## config.mk

```make
export PLATFORM = sky130hd
export DESIGN_NAME = dotted_ipv4_text_parser
export DESIGN_NICKNAME = d
export VERILOG_FILES = /design/src/dip_pkg.sv /design/src/dip_step.sv /design/src/dotted_ipv4_text_parser.sv
export SDC_FILE = /design/constraint.sdc
export NUM_CORES = 1
export LEC_CHECK = 0
export ABC_AREA = 1
export BUFFER_PORTS_ARGS = -buffer_cell sky130_fd_sc_hd__buf_2
export CELL_PAD_IN_SITES_DETAIL_PLACEMENT = 1
export CELL_PAD_IN_SITES_GLOBAL_PLACEMENT = 2
export CORE_UTILIZATION = 30
export CTS_CLUSTER_DIAMETER = 60
export DETAILED_ROUTE_END_ITERATION = 7
export PLACE_DENSITY_LB_ADDON = 0.1
export SYNTH_ARGS = -nofsm -noshare
export SYNTH_HDL_FRONTEND = slang
export SYNTH_SLANG_ARGS = --single-unit
export TNS_END_PERCENT = 30
```

## constraint.sdc

```tcl
create_clock -name clk -period 9.4 [get_ports clk]
set_input_delay 2.35 -clock clk [delete_from_list [all_inputs] [get_ports clk]]
set_output_delay 2.35 -clock clk [all_outputs]
set_load 0.05 [all_outputs]
```

## src/dip_pkg.sv

```systemverilog
`default_nettype none
package dip_pkg;

  typedef enum logic [1:0] {
    PH_IDLE,
    PH_FIRST,
    PH_ZERO,
    PH_DIGITS
  } phase_t;

  typedef enum logic [1:0] {
    BASE_DEC,
    BASE_OCT,
    BASE_HEX
  } base_t;

  // low byte of a finished part plus its over-255 flag in the top bit
  typedef logic [8:0] part_t;

  typedef struct packed {
    phase_t           phase;
    base_t            base;
    logic [31:0]      value;
    logic [2:0][8:0]  parts;
    logic [1:0]       count;
  } parse_state_t;

  typedef struct packed {
    logic [7:0] text_char;
    logic       string_start;
  } char_beat_t;

  typedef struct packed {
    logic        parse_ok;
    logic [31:0] address_value;
  } result_beat_t;

  localparam logic [31:0] LAST_MAX_24 = 32'h00ff_ffff;
  localparam logic [31:0] LAST_MAX_16 = 32'h0000_ffff;
  localparam logic [31:0] LAST_MAX_8  = 32'h0000_00ff;
  localparam logic [1:0]  MAX_DOTS    = 2'd3;

  localparam logic [7:0] CH_NUL  = 8'h00;
  localparam logic [7:0] CH_TAB  = 8'h09;
  localparam logic [7:0] CH_CR   = 8'h0d;
  localparam logic [7:0] CH_SP   = 8'h20;
  localparam logic [7:0] CH_DOT  = 8'h2e;
  localparam logic [7:0] CH_0    = 8'h30;
  localparam logic [7:0] CH_9    = 8'h39;
  localparam logic [7:0] CH_UA   = 8'h41;
  localparam logic [7:0] CH_UF   = 8'h46;
  localparam logic [7:0] CH_LA   = 8'h61;
  localparam logic [7:0] CH_LF   = 8'h66;
  localparam logic [7:0] CH_UX   = 8'h58;
  localparam logic [7:0] CH_LX   = 8'h78;

endpackage
`default_nettype wire

```

## src/dip_step.sv

```systemverilog
`default_nettype none
module dip_step (
  input  dip_pkg::parse_state_t st,
  input  dip_pkg::char_beat_t   beat,
  output dip_pkg::parse_state_t st_next,
  output logic                  emit,
  output dip_pkg::result_beat_t res
);

  dip_pkg::parse_state_t cur;
  logic [7:0]  c;
  logic        is_dec;
  logic        is_hex_letter;
  logic        is_blank;
  logic [3:0]  hex_letter;
  logic [31:0] times8;
  logic [31:0] times10;
  logic [31:0] times16;
  logic        fin_ok;
  logic [31:0] fin_addr;
  logic        do_digit;

  assign c             = beat.text_char;
  assign is_dec        = (c >= dip_pkg::CH_0) && (c <= dip_pkg::CH_9);
  assign is_hex_letter = ((c >= dip_pkg::CH_LA) && (c <= dip_pkg::CH_LF)) ||
                         ((c >= dip_pkg::CH_UA) && (c <= dip_pkg::CH_UF));
  assign is_blank      = (c == dip_pkg::CH_SP) ||
                         ((c >= dip_pkg::CH_TAB) && (c <= dip_pkg::CH_CR));
  // 'a'..'f' and 'A'..'F' share the low three bits 1..6
  assign hex_letter    = {1'b0, c[2:0]} + 4'd9;

  // a new start clears base, value, parts and count and begins at the first character of a part
  always_comb begin
    cur = st;
    if (beat.string_start) begin
      cur.phase = dip_pkg::PH_FIRST;
      cur.base  = dip_pkg::BASE_DEC;
      cur.value = '0;
      cur.parts = '0;
      cur.count = '0;
    end
  end

  assign times8  = {cur.value[28:0], 3'b000};
  assign times16 = {cur.value[27:0], 4'b0000};
  assign times10 = times8 + {cur.value[30:0], 1'b0};

  always_comb begin
    fin_ok   = 1'b1;
    fin_addr = cur.value;
    case (cur.count)
      2'd0: begin
        fin_ok   = 1'b1;
        fin_addr = cur.value;
      end
      2'd1: begin
        fin_ok   = !(cur.value > dip_pkg::LAST_MAX_24) && !cur.parts[0][8];
        fin_addr = cur.value | {cur.parts[0][7:0], 24'd0};
      end
      2'd2: begin
        fin_ok   = !(cur.value > dip_pkg::LAST_MAX_16) && !cur.parts[0][8] &&
                   !cur.parts[1][8];
        fin_addr = cur.value | {cur.parts[0][7:0], cur.parts[1][7:0], 16'd0};
      end
      default: begin
        fin_ok   = !(cur.value > dip_pkg::LAST_MAX_8) && !cur.parts[0][8] &&
                   !cur.parts[1][8] && !cur.parts[2][8];
        fin_addr = cur.value | {cur.parts[0][7:0], cur.parts[1][7:0],
                                cur.parts[2][7:0], 8'd0};
      end
    endcase
  end

  always_comb begin
    st_next           = cur;
    emit              = 1'b0;
    res.parse_ok      = 1'b0;
    res.address_value = '0;
    do_digit          = 1'b0;

    case (cur.phase)
      dip_pkg::PH_FIRST: begin
        if (!is_dec) begin
          emit = 1'b1;
        end else begin
          st_next.base  = dip_pkg::BASE_DEC;
          st_next.value = {28'd0, c[3:0]};
          if (c == dip_pkg::CH_0) begin
            st_next.phase = dip_pkg::PH_ZERO;
          end else begin
            st_next.phase = dip_pkg::PH_DIGITS;
          end
        end
      end
      dip_pkg::PH_ZERO: begin
        st_next.phase = dip_pkg::PH_DIGITS;
        if (c == dip_pkg::CH_LX || c == dip_pkg::CH_UX) begin
          st_next.base = dip_pkg::BASE_HEX;
        end else begin
          st_next.base = dip_pkg::BASE_OCT;
          do_digit     = 1'b1;
        end
      end
      dip_pkg::PH_DIGITS: begin
        do_digit = 1'b1;
      end
      default: begin
        do_digit = 1'b0;
      end
    endcase

    if (do_digit) begin
      if (is_dec) begin
        case (st_next.base)
          dip_pkg::BASE_HEX: st_next.value = times16 + {28'd0, c[3:0]};
          dip_pkg::BASE_OCT: st_next.value = times8 + {28'd0, c[3:0]};
          default:           st_next.value = times10 + {28'd0, c[3:0]};
        endcase
      end else if (st_next.base == dip_pkg::BASE_HEX && is_hex_letter) begin
        st_next.value = times16 | {28'd0, hex_letter};
      end else if (c == dip_pkg::CH_DOT) begin
        if (cur.count == dip_pkg::MAX_DOTS) begin
          emit = 1'b1;
        end else begin
          for (int i = 0; i < 3; i++) begin
            if (cur.count == 2'(i)) begin
              st_next.parts[i] = {(|cur.value[31:8]), cur.value[7:0]};
            end
          end
          st_next.count = cur.count + 2'd1;
          st_next.phase = dip_pkg::PH_FIRST;
        end
      end else if (c != dip_pkg::CH_NUL && !is_blank) begin
        emit = 1'b1;
      end else begin
        emit              = 1'b1;
        res.parse_ok      = fin_ok;
        res.address_value = fin_ok ? fin_addr : 32'd0;
      end
    end

    if (emit) begin
      st_next.phase = dip_pkg::PH_IDLE;
    end
  end

endmodule
`default_nettype wire

```

## src/dotted_ipv4_text_parser.sv

```systemverilog
// Streaming parser for dotted IPv4 text (inet_aton rules: one to four parts, each decimal,
// octal with a leading 0 or hex with 0x). Characters arrive one per beat on the char channel,
// string_start set on the first. A new character is taken every cycle, except that char_stall
// rises while a result waits under result_stall and the input register is also full. A
// character waits in the input register until it is processed; then the parse state (a 32-bit
// multiply-by-base and add) is updated and its result, if it decides the parse, is loaded into
// the result register. At most one result comes per string, on the terminating or failing
// character; later characters are dropped until the next string_start. address_value is in
// host order, first part in bits 31..24, and is zero when parse_ok is low.
`default_nettype none
module dotted_ipv4_text_parser (
  input  logic                  clk,
  input  logic                  rst,
  input  logic                  char_valid,
  output logic                  char_stall,
  input  dip_pkg::char_beat_t   char_data,
  output logic                  result_valid,
  input  logic                  result_stall,
  output dip_pkg::result_beat_t result_data
);

  logic                  hold_valid;
  dip_pkg::char_beat_t   hold_beat;
  dip_pkg::parse_state_t state;
  dip_pkg::parse_state_t state_next;
  logic                  step_emit;
  dip_pkg::result_beat_t step_res;
  logic                  result_free;
  logic                  fire;
  logic                  accept;

  assign result_free = !result_valid || !result_stall;
  assign fire        = hold_valid && result_free;
  assign char_stall  = hold_valid && !result_free;
  assign accept      = char_valid && !char_stall;

  dip_step u_step (
    .st      (state),
    .beat    (hold_beat),
    .st_next (state_next),
    .emit    (step_emit),
    .res     (step_res)
  );

  always_ff @(posedge clk) begin
    if (rst) begin
      hold_valid <= 1'b0;
    end else if (accept) begin
      hold_valid <= 1'b1;
    end else if (fire) begin
      hold_valid <= 1'b0;
    end
  end

  always_ff @(posedge clk) begin
    if (accept) begin
      hold_beat <= char_data;
    end
  end

  always_ff @(posedge clk) begin
    if (rst) begin
      state.phase <= dip_pkg::PH_IDLE;
      state.base  <= dip_pkg::BASE_DEC;
      state.value <= '0;
      state.parts <= '0;
      state.count <= '0;
    end else if (fire) begin
      state <= state_next;
    end
  end

  // result register: valid reloaded whenever the held character is processed, data only when it decides the parse
  always_ff @(posedge clk) begin
    if (rst) begin
      result_valid <= 1'b0;
    end else if (fire) begin
      result_valid <= step_emit;
    end else if (!result_stall) begin
      result_valid <= 1'b0;
    end
  end

  always_ff @(posedge clk) begin
    if (fire && step_emit) begin
      result_data <= step_res;
    end
  end

endmodule
`default_nettype wire

```

==> results of run 1 <==
stage by stage:
step           utilization  hold slack [ps]  total power [uW]  setup WS (ps)
4_1_cts              0.333              472              1030           4150
2_1_floorplan            -              445               611           3930
3_3_place_gp         0.325              454               656           4160
6_report             0.333              468              1020           4150
5_1_grt              0.333              485              1060           3860
3_5_place_dp         0.325              460               658           4150
worst max-delay path, stage by stage:
cell,delay (ps)
buf_2,70
nand2_1,70
nor2_1,120
buf_2,280
worst min path at each step:
| stage | slack (ps) | startpoint | end |
|---|---|---|---|
| global route | 490 | state[58] | state[58] |
| global placement | 450 | state[19] | state[19] |
| finish | 470 | state[10] | state[10] |
| CTS | 470 | state[10] | state[10] |
| detailed placement | 460 | state[10] | state[10] |
| floorplan | 450 | state[11] | state[11] |
layer usage:
layer,GRT usage,part of all wire
met5,0,0
met4,0.0747,0.025
met3,0.0279,0.033
met2,0.416,0.47
met1,0.327,0.47
power breakdown:
group	internal (uW)	total [uW]	switching (uW)
sequential	499	508	9.10
combinational	34.3	137	103
clock	182	374	192
total	716	1020	304
cell type report:
class                      count  area share
multi-input combinational   1235       0.572
sequential                   109       0.240
clock buffer                  11      0.0215
inverter                     227      0.0791
tap                          442      0.0510
timing repair buffer          63      0.0328
clock inverter                 5     0.00335
antenna                        2    0.000462
state kept, by name, indices dropped and copies added (netlist names):
name,count
hold_valid,1
hold_beat,9
state,65
result_valid,1
result_data,33
cell usage after synthesis, types with 2 or more instances:
| master | number | area [um2] |
|---|---|---|
| nor3_1 | 11 | 55.1 |
| buf_6 | 5 | 56.3 |
| buf_2 | 11 | 55.1 |
| inv_2 | 7 | 26.3 |
| nand3_2 | 2 | 20.0 |
| edfxtp_1 | 42 | 1260 |
| nor2_2 | 7 | 43.8 |
| o32ai_1 | 2 | 17.5 |
| nor2_4 | 5 | 56.3 |
| nand2_2 | 5 | 31.3 |
| a21oi_2 | 16 | 140 |
| a21oi_1 | 139 | 696 |
| o21ai_0 | 107 | 536 |
| nor3_2 | 2 | 20.0 |
| clkbuf_1 | 34 | 128 |
| dfxtp_1 | 67 | 1340 |
| buf_1 | 6 | 22.5 |
| o221ai_1 | 2 | 17.5 |
| nor2_1 | 161 | 604 |
| nand3b_1 | 4 | 30.0 |
| a31oi_1 | 3 | 18.8 |
| xor2_1 | 11 | 96.3 |
| o211ai_1 | 15 | 113 |
| or2_2 | 5 | 31.3 |
| nand3_1 | 122 | 611 |
| nand2_1 | 509 | 1910 |
| o21bai_1 | 8 | 60.1 |
| inv_1 | 218 | 818 |
| o311ai_0 | 2 | 17.5 |
| nand4_1 | 15 | 93.8 |
| ha_1 | 69 | 863 |
cell families after synthesis:
group	count (synthesis)	synth area share
AOI/OAI and AO/OA	302	0.169
xor gates and xnor gates	12	0.0106
adders and majority gates	70	0.0890
buffers and inverters	284	0.113
DFF	109	0.262
and+or+nand+nor	851	0.355
==> results.md, run 1 <==
* Status: finished, final reports clean
* Worst setup EP type: output pin
* CTS tree: done
* Reg-to-Reg End: result_data[31]
* Remaining global-route overflow at 0
* Post-CTS Repair Setup Buffers at 0
* Design area at 0.0108 mm2
* Core Area at 0.0325 mm2
* Multi-input gate area at 0.00620 mm2
* Finish-stage setup viols at 0
* Reg2Reg Depth at 16
* Commonest non-fill, non-tap cells in the layout: 509 x nand2_1, 218 x inv_1, 160 x nor2_1
* Slew HR at 0.344
* CP Max Fanout at 3
* P per Cell Area at 94.1 mW/mm2
* H-tree depth at 3
* CP arrival at 2900 ps
* Crit path launch: result_stall
* DR iter-0 viols at 691
* CTS Hold Bufs at 0
* Yosys warns at 0
* Clock sinks at 109
* Synth Net Count at 1,711
* Area post-placement at 0.0106 mm2
* Setup TNS Final at 0 ps
* Maxcap violations at 0
* Horiz. Die Dim at 184 um
* Area of the mapped netlist at 0.00992 mm2
* Worst clock skew at 11.2 ps
* CTS max path bufs at 2
* WS Path Type: input port to output pin
* Worst setup SP type: input port
* Largest net degree at the start of global routing at 78
* Vias at 10,600
* Fmax at 191 MHz
* First-pass GRT wire length at 62,600 um
* PortBufs at 47
* Final cell count without fillers at 2,094
* Inst Count DP at 2,076
* Post_cts resized at 0
* Post-synthesis cell count at 1,628
* Layout area overhead at 9.23%
* Filler cells at 4,322
* Reg2Reg Setup Slack at 4310 ps
* Via/cell ratio at 5.05
* Sequential Area at 0.00260 mm2
* Antenna violations before repair at 2
* Clock Latency Late Sink at 370 ps
* Reg2reg start: hold_beat[0]
* GPL Wtd Cong at 0.908
* VDD IR max at 0.0936 mV
* Fin nets at 1,728
* Clock transition at path regs at 80 ps
* Pre-Repair DR Iteration Count at 5
* Number of global-route vias before repair at 10,700
* Final hold violations at 0
* Root Buffer: clkbuf_16
* Number of synthesized register bits at 109
* Die Footprint at 0.0338 mm2
* Worst Max-Slew Pin Slew at 980 ps
* Leakage power at 0.00481 uW
* Synth unique cells at 47
* GRT Overall Usage at 0.246
* Fin. max-slew vios at 0
* Detailed Place HPWL at 31,600 um
* Commonest non-fill, non-tap cell in the layout: nand2_1
* Wirelength, routed at 40,200 um
* Sequential area share after synthesis at 0.262
* Layout cells sized above 1 at 0.0782
* Ys flop type: dfxtp_1
* Hold Crit Depth at 2
* RSZ-0062 raised after global routing: false
* Async SR Flop Fraction at 0
* Synth Area per Inst at 6.10 um2
* DR WL/cell at 19.2 um
* Post-route DRC at 0
* Number of synthesized flops with an enable pin at 42
* Row cnt at 66
* Antenna viol nets, final at 0
* Number of CTS-inserted buffers at 9
* Initial core utilization at 0.305
* Die height at 184 um
* Tmin final at 5250 ps
* Final worst-path cycle share at 0.558
* Crit path to: char_stall
* I/O pins at 48
* Req. time, crit path at 7050 ps
* Hold crit path type: flip-flop to flip-flop
Note: power is estimated with default switching activity, not from simulation.
==> run 2: changes to the inputs <==
ABC_AREA = 0   (was 1)
clock period = 4.21 ns   (was 9.4 ns; I/O delays follow)
==> run 2 against run 1 <==
Sequential share of layout area grew 2.1 points. First-iteration DRC count shrank 14%. Clock skew grew 7.9 ps. Critical path type is now flip-flop to flip-flop.
==> results.md, run 2 <==
* Status: finished, final reports clean
* Setup TNS Final at 0 ps
* I/O pins at 48
* Leading area contributor after synthesis: dfxtp_1
* Antenna viol nets, final at 0
* Wirelength, routed at 35,300 um
* Number of global-route vias before repair at 8,456
* Req. time, crit path at 4490 ps
* Finish-stage setup viols at 0
* Synth Area per Inst at 8.12 um2
* Maxcap violations at 0
* Sw Share at 0.300
* Leakage power at 0.00412 uW
* Synth top cells by count: 114 x nor2_1, 113 x a21oi_1, 84 x nand2_1
* Number of CTS-inserted buffers at 9
* Synth Net Count at 1,149
* CP Max Fanout at 25
* Final worst-path cycle share at 0.937
* Top cells by area, synth: dfxtp_1 16%, edfxtp_1 15%, ha_1 10%, a21oi_1 6.5%, nor2_1 4.9%
* Worst clock skew at 19.2 ps
* Worst setup EP type: flip-flop
* Worst setup SP type: flip-flop
* Largest net degree at the start of global routing at 53
* Slew HR at 0.403
* Async SR Flop Fraction at 0
* Fmax at 254 MHz
* P per Cell Area at 232 mW/mm2
* Synth unique cells at 86
* Ys flop type: dfxtp_1
* Die height at 172 um
* Clock Latency Late Sink at 380 ps
* Largest Register: state
* ANT cells at 0
* Area post-placement at 0.00967 mm2
* CTS Hold Bufs at 0
* Commonest non-fill, non-tap cell in the layout: nor2_1
* Vias at 8,475
* Die Footprint at 0.0295 mm2
* VDD IR max at 0.162 mV
* Clock transition at path regs at 100 ps
* First-pass GRT wire length at 53,900 um
* Number of synthesized register bits at 109
* Via/cell ratio at 5.62
* Commonest non-fill, non-tap cells in the layout: 114 x nor2_1, 113 x a21oi_1, 84 x nand2_1
* DR WL/cell at 23.4 um
* RSZ-0062 raised after global routing: false
* GRT Overall Usage at 0.245
* CP arrival at 4220 ps
* Initial core utilization at 0.308
* Hold crit path type: flip-flop to flip-flop
* Fin nets at 1,208
* Final hold violations at 0
* Layout area overhead at 15.4%
* Row cnt at 61
* Biggest registers after layout: state x65, result_data x33, hold_beat x9
* Synth top area share at 0.155
* Detailed Place HPWL at 27,300 um
* Number of synthesized flops with an enable pin at 42
* Filler cells at 3,412
* Horiz. Die Dim at 172 um
* Comb pwr share at 0.108
* CTS tree: done
* Top-count cell post-synth: nor2_1
* PortBufs at 47
* Power, Total at 2310 uW
* Clock sinks at 109
* Layout cells sized above 1 at 0.148
* Root Buffer: clkbuf_16
* Area of the mapped netlist at 0.00865 mm2
* Core Area at 0.0281 mm2
* GPL Wtd Cong at 0.865
* H-tree depth at 3
* Internal at 1620 uW
* DR iter-0 viols at 594
* CTS max path bufs at 2
* Post-route DRC at 0
* Design area at 0.00999 mm2
* Flop pwr share at 0.486
* Switching power at 693 uW
* Max reg flops at 65
* Clk pwr share at 0.406
* Tmin final at 3940 ps
* WS Path Type: flip-flop to flip-flop
* Remaining global-route overflow at 0
* Sequential area share after synthesis at 0.301
* Worst Max-Slew Pin Slew at 894 ps
* Fin. max-slew vios at 0
* Antenna violations before repair at 0
* Pre-Repair DR Iteration Count at 6
* Post-synthesis cell count at 1,066
* Yosys warns at 0
-- run 2: changes by cell type in the layout (fill, tap and decap cells not counted), moves of 25 or more --
cell,change
nand2_1,-425
nor2_1,-46
inv_1,-186
buf_4,+61
nor2b_1,+25
xnor2_1,+31
a22oi_1,+30
nand3_1,-105
o21ai_0,-56
a21oi_1,-26
-- run 2: routing by layer --
layer	track usage	part of all wire	vias to the layer above	wire, um
li1	-	-	4069	-
met1	0.355	0.50	4204	17600
met2	0.388	0.45	176	15900
met3	0.0285	0.038	26	1330
met4	0.0500	0.014	0	482
met5	0	0	-	0
-- run 2: cell type report --
type | instances | area (um2) | share of cell area
Multi-Input combinational cell | 845 | 5610 | 0.562
Sequential cell | 109 | 2600 | 0.261
Timing Repair Buffer | 126 | 853 | 0.0855
Tap cell | 378 | 473 | 0.0474
Clock buffer | 9 | 225 | 0.0226
Inverter | 34 | 128 | 0.0128
Clock inverter | 7 | 93.8 | 0.00940
-- run 2: power by group through the flow --
| stage | Sequential [uW] | Clock, uW | Combinational, uW |
|---|---|---|---|
| after floorplan | 1180 | 0 | 125 |
| after global placement | 1150 | 0 | 250 |
| after detailed placement | 1150 | 0 | 249 |
| after CTS | 1120 | 972 | 250 |
| after global routing | 1130 | 998 | 269 |
| final | 1120 | 938 | 251 |
-- run 2: timing repair --
| action | 4_1_cts | 5_1_grt |
|---|---|---|
| hold endpoints to repair | 0 | 0 |
| setup buffers | 0 | 0 |
| endpoints found under the setup margin | 0 | 2 |
| gates resized for setup | 0 | 1 |
-- run 2: stage by stage --
step,setup WS [ps],std cells,utilization,hold slack (ps)
2_1_floorplan,144,1066,-,436
6_report,266,1508,0.356,479
3_5_place_dp,265,1492,0.344,464
5_1_grt,58.3,1508,0.356,488
3_3_place_gp,273,1492,0.344,457
4_1_cts,256,1508,0.356,478
-- run 2: worst paths after layout --
check	cells past startpoint	startpoint	endpoint	slack [ps]
worst min register to register	2	state[64]	state[64]	480
worst max register to register	13	hold_beat[0]	state[58]	270
worst max-delay path	13	hold_beat[0]	state[58]	270
worst min-delay path	2	state[64]	state[64]	480
-- run 2: cell families after synthesis --
group | share of synthesized area
AOI/OAI and AO/OA | 0.265
muxes | 0.00578
buffers and inverters | 0.0522
xor gates and xnor gates | 0.0445
and+or+nand+nor | 0.229
adders and majority gates | 0.102
DFF | 0.301
-- run 2: critical path, cell delays in order, from the launching register on --
cell      delay (ps)
edfxtp_1         530
buf_12           220
nand2b_1         170
inv_1            110
ha_1             240
ha_1             370
a211oi_1         400
o211ai_1         190
a221o_1          390
a311oi_1         450
a21oi_1          180
or3_1            330
a21oi_1          170
o21ai_1           70
==> run 3: changes to the inputs <==
MAX_ROUTING_LAYER = met4   (was not set)
clock period = 4.3 ns   (was 4.21 ns; I/O delays follow)
==> run 3 against run 2 <==
Largest power group unchanged. Clock skew decreased by 4.6 ps. Highest routed layer unchanged. Critical path depth unchanged. Die area did not move. Clock power decreased by 3.2%. Critical endpoint is now state[57]. Non-clock buffer count shrank 9. Wire length down 0.12%.
==> results.md, run 3 (same netlist as run 2, synthesis figures left out) <==
* Status: finished, final reports clean
* Row cnt at 61
* Worst setup SP type: flip-flop
* Reg2Reg Depth at 13
* Hold path start: state[64]
* Setup slack after layout at 300 ps
* GRT Overall Usage at 0.252
* RSZ-0062 raised after global routing: false
* DP Worst Slack at 117 ps
* Pre-Repair DR Iteration Count at 5
* Worst clock skew at 14.6 ps
* Remaining global-route overflow at 0
* Maxcap violations at 0
* Sequential Area at 0.00260 mm2
* Worst setup EP type: flip-flop
* CP Max Fanout at 20
* Min Hold Slack at 474 ps
* Fin nets at 1,199
* Via/cell ratio at 5.68
* WS Path Type: flip-flop to flip-flop
* Slew HR at 0.396
* Commonest non-fill, non-tap cell in the layout: nor2_1
* Biggest registers after layout: state x65, result_data x33, hold_beat x9
* Hold Crit Depth at 2
* Req. time, crit path at 4580 ps
* Reg2reg start: hold_beat[0]
* P per Cell Area at 227 mW/mm2
* Core Area at 0.0281 mm2
* ANT cells at 0
* Fmax at 250 MHz
* Antenna violations before repair at 0
* Tmin final at 4000 ps
* Largest net degree at the start of global routing at 49
* Leakage power at 0.00407 uW
* Post-route DRC at 0
* Vias at 8,518
* Horiz. Die Dim at 172 um
* Clock transition at path regs at 90 ps
* Hold path endpoint: state[64]
* PortBufs at 47
* Worst Max-Slew Pin Slew at 903 ps
* Max reg flops at 65
* Detailed Place HPWL at 27,300 um
* Multi-input gate area at 0.00563 mm2
* DR iter-0 viols at 579
* Number of global-route vias before repair at 8,503
* Number of CTS-inserted buffers at 9
* Reg2Reg Setup Slack at 300 ps
* Setup TNS Final at 0 ps
* Layout cells sized above 1 at 0.145
* CTS max path bufs at 2
* Largest Register: state
* Layout area overhead at 14.8%
* Wirelength, routed at 35,300 um
* Commonest non-fill, non-tap cells in the layout: 114 x nor2_1, 112 x a21oi_1, 84 x nand2_1
* DR WL/cell at 23.5 um
* Final worst-path cycle share at 0.930
* CP arrival at 4280 ps
* Antenna viol nets, final at 0
* Die height at 172 um
* Final hold violations at 0
* VDD IR max at 0.276 mV
* Die Footprint at 0.0295 mm2
* Finish-stage setup viols at 0
* CTS Hold Bufs at 0
* Fin. max-slew vios at 0
* Filler cells at 3,431
* I/O pins at 48
* Reg-to-Reg End: state[57]
* First-pass GRT wire length at 53,700 um
* GPL Wtd Cong at 0.880
* Root Buffer: clkbuf_16
* H-tree depth at 3
* CTS tree: done
* Clock Latency Late Sink at 370 ps
* Clock sinks at 109
* Hold crit path type: flip-flop to flip-flop
* Initial core utilization at 0.308
* Layout Utilization at 0.354
## run 3: routing by layer
metal	global-route usage	part of all wire	vias up
li1	-	-	4062
met1	0.347	0.48	4205
met2	0.387	0.45	221
met3	0.0366	0.048	30
met4	0.0604	0.017	0
met5	-	0	-
## run 3: layout make-up
| class | count | share of cell area |
|---|---|---|
| multi-input cells | 845 | 0.567 |
| clock buffers | 9 | 0.0227 |
| repair buffers | 117 | 0.0791 |
| well taps | 378 | 0.0476 |
| inverters | 34 | 0.0128 |
| flip-flops and latches | 109 | 0.262 |
| clock inverters | 7 | 0.00907 |
## run 3: worst max path at each step
| stage | start | endpoint | slack, ps |
|---|---|---|---|
| 2_1_floorplan | hold_beat[0] | result_data[0] | 230 |
| 4_1_cts | hold_beat[0] | state[57] | 90 |
| 6_report | hold_beat[0] | state[57] | 300 |
| 3_3_place_gp | hold_beat[0] | state[57] | 240 |
| 5_1_grt | hold_beat[0] | state[47] | 10 |
| 3_5_place_dp | hold_beat[0] | state[57] | 120 |
## run 3: timing repair
action,in CTS,in global routing
hold endpoints to repair,0,0
endpoints found under the setup margin,0,6
setup buffers,0,0
gates resized for setup,0,5
## run 3: metrics by stage
stage	instance area (um2)	std cells	total power, uW
floorplan	8650	1066	1270
global placement	9600	1483	1370
detailed placement	9600	1483	1370
CTS	9910	1499	2280
global route	9930	1499	2320
finish	9930	1499	2250
## run 3: power by group
group	leakage (uW)	total, uW	internal (uW)	switching [uW]
Clock	0.000148	908	422	486
Combinational	0.00298	241	69.2	172
Sequential	0.000939	1100	1090	13.3
## run 3: worst max-delay path: stages, from the launching register on
cell and delay, ps:
edfxtp_1 500, buf_4 310, nand2b_1 270, inv_1 200, ha_1 340, ha_1 400
o21ai_0 150, a211oi_1 300, o21ai_2 160, a21oi_2 290, o211ai_1 110, a21boi_0 370
mux2i_1 150, a2111oi_2 350
